## config.mk

```make
export PLATFORM = sky130hd
export DESIGN_NAME = framed_command_parser
export DESIGN_NICKNAME = d
export VERILOG_FILES = /design/src/rtl/fcp_pkg.sv /design/src/rtl/framed_command_parser.sv
export SDC_FILE = /design/constraint.sdc
export NUM_CORES = 1
export LEC_CHECK = 0
export BUFFER_PORTS_ARGS = -buffer_cell sky130_fd_sc_hd__buf_4
export CORE_MARGIN = 1
export CORE_UTILIZATION = 60
export DETAILED_ROUTE_END_ITERATION = 8
export PLACE_DENSITY = 0.85
export SETUP_SLACK_MARGIN = 0.02
export SLEW_MARGIN = 30
export SYNTH_ARGS = -nofsm -noshare
export SYNTH_HDL_FRONTEND = slang
export SYNTH_SLANG_ARGS = --single-unit
```

## constraint.sdc

```tcl
create_clock -name i_clk -period 3.7 [get_ports i_clk]
set_input_delay 0.185 -clock i_clk [delete_from_list [all_inputs] [get_ports i_clk]]
set_output_delay 0.185 -clock i_clk [all_outputs]
set_load 0.1 [all_outputs]
```

## src/rtl/fcp_pkg.sv

```systemverilog
package fcp_pkg;

    localparam int NUM_WORDS = 6;
    localparam int WORD_MAX  = 9;

    localparam logic [2:0] CMD_NONE      = 3'd0;
    localparam logic [2:0] CMD_STOP      = 3'd1;
    localparam logic [2:0] CMD_CALIBRATE = 3'd2;
    localparam logic [2:0] CMD_LEFT      = 3'd3;
    localparam logic [2:0] CMD_RIGHT     = 3'd4;
    localparam logic [2:0] CMD_MOVE_TO   = 3'd5;
    localparam logic [2:0] CMD_STATUS    = 3'd6;

    localparam logic [7:0] CH_START = 8'h3E;
    localparam logic [7:0] CH_COLON = 8'h3A;
    localparam logic [7:0] CH_END   = 8'h21;
    localparam logic [7:0] CH_PLUS  = 8'h2B;
    localparam logic [7:0] CH_MINUS = 8'h2D;
    localparam logic [7:0] CH_SPACE = 8'h20;
    localparam logic [7:0] CH_TAB   = 8'h09;
    localparam logic [7:0] CH_CR    = 8'h0D;
    localparam logic [7:0] CH_ZERO  = 8'h30;
    localparam logic [7:0] CH_NINE  = 8'h39;

    typedef logic [WORD_MAX*8-1:0] t_word_text;

    localparam t_word_text WORD_TEXT [NUM_WORDS] = '{
        t_word_text'("stop"),
        t_word_text'("calibrate"),
        t_word_text'("left"),
        t_word_text'("right"),
        t_word_text'("move-to"),
        t_word_text'("status")
    };

    localparam logic [3:0] WORD_LEN [NUM_WORDS] = '{4'd4, 4'd9, 4'd4, 4'd5, 4'd7, 4'd6};

    localparam logic [2:0] WORD_CODE [NUM_WORDS] = '{
        CMD_STOP, CMD_CALIBRATE, CMD_LEFT, CMD_RIGHT, CMD_MOVE_TO, CMD_STATUS
    };

    // character idx of word k, counted from the first character
    function automatic logic [7:0] word_char(input int k, input logic [3:0] idx);
        t_word_text w;
        int         pos;
        w   = WORD_TEXT[k];
        pos = int'(WORD_LEN[k]) - 1 - int'(idx);
        if (pos < 0) begin
            return 8'h00;
        end
        return w[pos*8 +: 8];
    endfunction

endpackage

```

## src/rtl/framed_command_parser.sv

```systemverilog
// An accepted '!' byte that ends a frame is registered into the result shown on o_res_valid.
// Throughput: one rx byte per cycle while o_rx_stall is low; the result register frees in the cycle it is taken.
// o_rx_stall is high only while a result is held and i_res_stall is high.
// Name matching compares each name byte against all six constant command words in parallel.
// Reset (i_rst_n low, synchronous): idle outside any frame, no result pending.
module framed_command_parser #(
    parameter int NAME_CAPACITY = 16
) (
    input  logic        i_clk,
    input  logic        i_rst_n,
    input  logic        i_rx_valid,
    output logic        o_rx_stall,
    input  logic [7:0]  i_rx_byte,
    output logic        o_res_valid,
    input  logic        i_res_stall,
    output logic [2:0]  o_command_code,
    output logic signed [31:0] o_argument
);
    import fcp_pkg::*;

    localparam int LEN_W = $clog2(NAME_CAPACITY + 1);

    typedef enum logic [1:0] {
        PH_IDLE,
        PH_NAME,
        PH_ARG
    } t_frame_phase;

    typedef enum logic [1:0] {
        NUM_WS,
        NUM_DIGITS,
        NUM_DONE
    } t_num_phase;

    t_frame_phase           r_phase, n_phase;
    t_num_phase             r_num, n_num;
    logic [LEN_W-1:0]       r_name_len, n_name_len;
    logic                   r_overflow, n_overflow;
    logic [NUM_WORDS-1:0]   r_match, n_match;
    logic                   r_neg, n_neg;
    logic [31:0]            r_mag, n_mag;
    logic                   r_res_valid, n_res_valid;
    logic [2:0]             r_code, n_code;
    logic [31:0]            r_arg, n_arg;

    logic                   accept;
    logic                   is_digit;
    logic                   is_space;
    logic [31:0]            digit_val;
    logic [NUM_WORDS-1:0]   hit;
    logic [2:0]             found_code;

    assign o_rx_stall     = r_res_valid & i_res_stall;
    assign accept         = i_rx_valid & ~o_rx_stall;
    assign o_res_valid    = r_res_valid;
    assign o_command_code = r_code;
    assign o_argument     = r_arg;

    assign is_digit  = (i_rx_byte >= CH_ZERO) && (i_rx_byte <= CH_NINE);
    assign is_space  = i_rx_byte inside {[CH_TAB:CH_CR], CH_SPACE};
    assign digit_val = {24'd0, i_rx_byte - CH_ZERO};

    always_comb begin
        found_code = CMD_NONE;
        for (int k = 0; k < NUM_WORDS; k++) begin
            hit[k] = r_match[k] && (r_name_len == LEN_W'(WORD_LEN[k]));
            if (hit[k]) begin
                found_code = WORD_CODE[k];
            end
        end
        if (r_overflow || r_name_len == '0) begin
            found_code = CMD_NONE;
        end
    end

    always_comb begin
        n_phase     = r_phase;
        n_num       = r_num;
        n_name_len  = r_name_len;
        n_overflow  = r_overflow;
        n_match     = r_match;
        n_neg       = r_neg;
        n_mag       = r_mag;
        n_res_valid = r_res_valid & i_res_stall;
        n_code      = r_code;
        n_arg       = r_arg;
        if (accept) begin
            if (i_rx_byte == CH_START) begin
                n_phase    = PH_NAME;
                n_name_len = '0;
                n_overflow = 1'b0;
                n_match    = '1;
                n_num      = NUM_WS;
                n_neg      = 1'b0;
                n_mag      = '0;
            end else if (r_phase != PH_IDLE) begin
                if (i_rx_byte == CH_COLON) begin
                    n_phase = PH_ARG;
                    n_num   = NUM_WS;
                    n_neg   = 1'b0;
                    n_mag   = '0;
                end else if (i_rx_byte == CH_END) begin
                    n_phase     = PH_IDLE;
                    n_res_valid = 1'b1;
                    n_code      = found_code;
                    n_arg       = '0;
                    if (found_code == CMD_MOVE_TO) begin
                        n_arg = r_neg ? (32'd0 - r_mag) : r_mag;
                    end
                end else if (r_phase == PH_NAME) begin
                    if (r_name_len < LEN_W'(NAME_CAPACITY)) begin
                        for (int k = 0; k < NUM_WORDS; k++) begin
                            n_match[k] = r_match[k]
                                && (r_name_len < LEN_W'(WORD_LEN[k]))
                                && (i_rx_byte == word_char(k, r_name_len[3:0]));
                        end
                        n_name_len = r_name_len + LEN_W'(1);
                    end else begin
                        n_overflow = 1'b1;
                    end
                end else begin
                    case (r_num)
                        NUM_WS: begin
                            if (!is_space) begin
                                n_num = NUM_DIGITS;
                                if (i_rx_byte == CH_MINUS) begin
                                    n_neg = 1'b1;
                                end else if (is_digit) begin
                                    n_mag = digit_val;
                                end else if (i_rx_byte != CH_PLUS) begin
                                    n_num = NUM_DONE;
                                end
                            end
                        end
                        NUM_DIGITS: begin
                            if (is_digit) begin
                                n_mag = (r_mag << 3) + (r_mag << 1) + digit_val;
                            end else begin
                                n_num = NUM_DONE;
                            end
                        end
                        default: ;
                    endcase
                end
            end
        end
    end

    always_ff @(posedge i_clk) begin
        if (!i_rst_n) begin
            r_phase     <= PH_IDLE;
            r_num       <= NUM_WS;
            r_name_len  <= '0;
            r_overflow  <= 1'b0;
            r_match     <= '0;
            r_neg       <= 1'b0;
            r_mag       <= '0;
            r_res_valid <= 1'b0;
            r_code      <= CMD_NONE;
            r_arg       <= '0;
        end else begin
            r_phase     <= n_phase;
            r_num       <= n_num;
            r_name_len  <= n_name_len;
            r_overflow  <= n_overflow;
            r_match     <= n_match;
            r_neg       <= n_neg;
            r_mag       <= n_mag;
            r_res_valid <= n_res_valid;
            r_code      <= n_code;
            r_arg       <= n_arg;
        end
    end

    a_one_hit: assert property (@(posedge i_clk) disable iff (!i_rst_n)
        $onehot0(hit))
        else $error("more than one command word matches");

    a_arg_only_move: assert property (@(posedge i_clk) disable iff (!i_rst_n)
        r_res_valid && (r_code != CMD_MOVE_TO) |-> r_arg == '0)
        else $error("argument reported for a command other than move-to");

    a_len_bound: assert property (@(posedge i_clk) disable iff (!i_rst_n)
        r_name_len <= LEN_W'(NAME_CAPACITY))
        else $error("name length beyond capacity");

    a_ovf_full: assert property (@(posedge i_clk) disable iff (!i_rst_n)
        r_overflow |-> r_name_len == LEN_W'(NAME_CAPACITY))
        else $error("overflow flagged with room left");

    a_end_result: assert property (@(posedge i_clk) disable iff (!i_rst_n)
        accept && (i_rx_byte == CH_END) && (r_phase != PH_IDLE)
        |=> r_res_valid && (r_phase == PH_IDLE))
        else $error("frame end produced no result");

endmodule

```

==> impl_metrics.ini <==
[detailed_routing]
antenna_left = 0
wl_per_cell_um = 16.93
drtPass1Iterations = 5
drt_wl_total_um = 18770
viasPerCell = 6.205
drc_errors = 0
drt_iter0_drc = 650
num_vias = 6881

[synthesis]
synth_edf_count = 0
postSynthAreaPerCell_um2 = 7.560
synth_nets = 1021
synth_common_cells = nand2_1, o21ai_0, dfxtp_1, ha_1, a21oi_1
ys_types = 66
synth_area_um2 = 7053
synth_top_area_share = 0.2413
syn_inst = 933
yosys_warnings = 0
synth_top_area_cell = dfxtp_1
seq_area_frac_synth = 0.2413
synthTopCellsByArea = dfxtp_1, ha_1, o21ai_0, nand2_1, xor2_1
synth-main-ff-cell = dfxtp_1
ys_async_sr_fraction = 0
synth_seq_cells = 85
synth_most_common_cell = nand2_1

[floorplanning]
fp-row-count = 39
io_pins = 49
initial_utilization = 0.6177
dieArea_um2 = 12190
core_um2 = 11420
die_w_um = 110.4
dieHeight_um = 110.4

[global_routing]
antenna_found_initial = 0
grt_pass1_wl_um = 31210
grt.total_usage = 0.3092
grt_start_max_net_pins = 58
grt-ovfl-total = 0
first_global_vias = 6525

[placement]
post_dp_cell_area_um2 = 7532
place_congestion = 0.9016
io_buffers = 48
hpwl_um = 13000

[clocking]
cts_hold_buf = 0
clkTransAtPathRegs_ns = 0.06
root_buffer = clkbuf_16
ctsResizeCount = 0
ctsLongestPathBuffers = 2
numCtsBuffers = 9
cts-htree-levels = 3
clk_latency_ns = 0.35
cts_tree = yes
postCtsSetupBuffers = 0
cts_sinks = 85

[worst_setup_path]
critPathRequiredTime_ns = 4.00
crit_type = flop to flop
path_max_fanout = 8
cp.arrival_ns = 3.62
cp-end-kind = flop
setup.worst_path.start_class = flop

[timing]
slew_headroom = 0.3999
tightest_slew_ns = 0.8933
rsz0062_at_grt = false
finClkSkew_ns = 0.006032
fin_crit_sh = 0.8980
fmax_mhz = 301.0
drv_slew = 0
setup_viol = 0
min_period_ns = 3.322
tns_ns = 0
hold_violations = 0

[cells_and_area]
area_growth_pct = 10.93
final_net_count = 1049
num_antenna_cells = 0
drive_gt1_frac = 0.09524
post-route-cell-area_um2 = 7824
final_core_util = 0.6852

[pwr]
peakVddDrop_mv = 0.2682
power.density_nw_per_um2 = 248.7
p_leak_uw = 0.003408
total_power_uw = 1946

[outcome]
run_status = completed

[job]
cap_viol_max_count = 0

[min_path]
hold_class = primary input to flop
## sequential cells by signal, indices dropped and copies added (netlist names), 2 cells and up
register,cells
o_argument,32
o_command_code,3
r_mag,32
r_match,6
r_name_len,5
r_num,2
r_phase,2
## path summary, 6_finish.rpt
kind                                      from             end  slack, ns  cells after the start
worst min-delay path               i_res_stall     o_res_valid       0.14                      3
worst max-delay path                  r_mag[2]       r_mag[31]       0.38                     10
worst min register to register  o_argument[30]  o_argument[30]       0.46                      2
worst max register to register        r_mag[2]       r_mag[31]       0.38                     10
## metal layers
metal / vias up / wire length, µm / track usage
met5: - / 0 / 0
met4: 0 / 578 / 0.1324
met3: 48 / 1133 / 0.04885
met2: 249 / 8899 / 0.5193
met1: 3209 / 8162 / 0.3917
li1: 3375 / - / -
## area by class of cell
class	count	area, µm²
Multi-Input combinational cell	772	5070
Fill cell	969	3595
Sequential cell	85	1702
Timing Repair Buffer	62	465.4
Clock buffer	11	232.7
Tap cell	143	178.9
Inverter	31	116.4
Clock inverter	5	58.81
## kinds of logic (layout without fill, tap and decap cells)
group | Yosys count | count (layout) | share of synthesized area
simple gates | 343 | 343 | 0.2386
compound gates | 265 | 265 | 0.2281
flops | 85 | 85 | 0.2413
xor+xnor | 83 | 83 | 0.1031
fa+ha+maj | 76 | 76 | 0.1412
buf+inv | 76 | 109 | 0.04045
mux | 5 | 5 | 0.007273
## report_power, final
group          leakage, µW  internal [µW]  switching [µW]
combinational      0.00259           43.6            77.7
clock             0.000136            525             385
sequential        0.000684            915           0.209
## cell usage in the layout (no fill, tap or decap), drive strengths merged, types with 4 or more instances in the layout
master and count:
dfxtp 85, inv 31, and3 8, nand3 35, nor3 20, a22oi 4, nand2 135, or4 4
a21boi 4, mux2i 4, nor2b 10, o211ai 5, o21ai 120, fa 6, ha 70, and2 31
buf 62, o221ai 4, nor3b 5, xor2 45, or3 14, o21a 5, nor4 5, or2 4
nor2 48, o31ai 9, a31oi 12, nand4 9, a21oi 55, nand2b 6, xnor2 38, clkbuf 11
a21o 15, o21bai 4
## worst max-delay path, stage by stage, from the launching register on
cell and delay, ns:
dfxtp_1 0.58, fa_1 0.54, ha_1 0.31, a21oi_1 0.20
o211ai_1 0.15, a22oi_1 0.29, o221ai_1 0.19, a31oi_1 0.40
o221ai_1 0.20, o41a_1 0.34, nand2_1 0.06
## stage by stage
step,hold WS (ns),setup WS (ns),instances
detailed placement,0.4435,0.2428,1093
finish,0.1418,0.3775,1109
CTS,0.1413,0.4096,1109
global route,0.1809,0.09432,1109
floorplan,0.3669,0.2535,933
global placement,0.4415,0.3159,1093
Power figures use the tool's default switching activity.
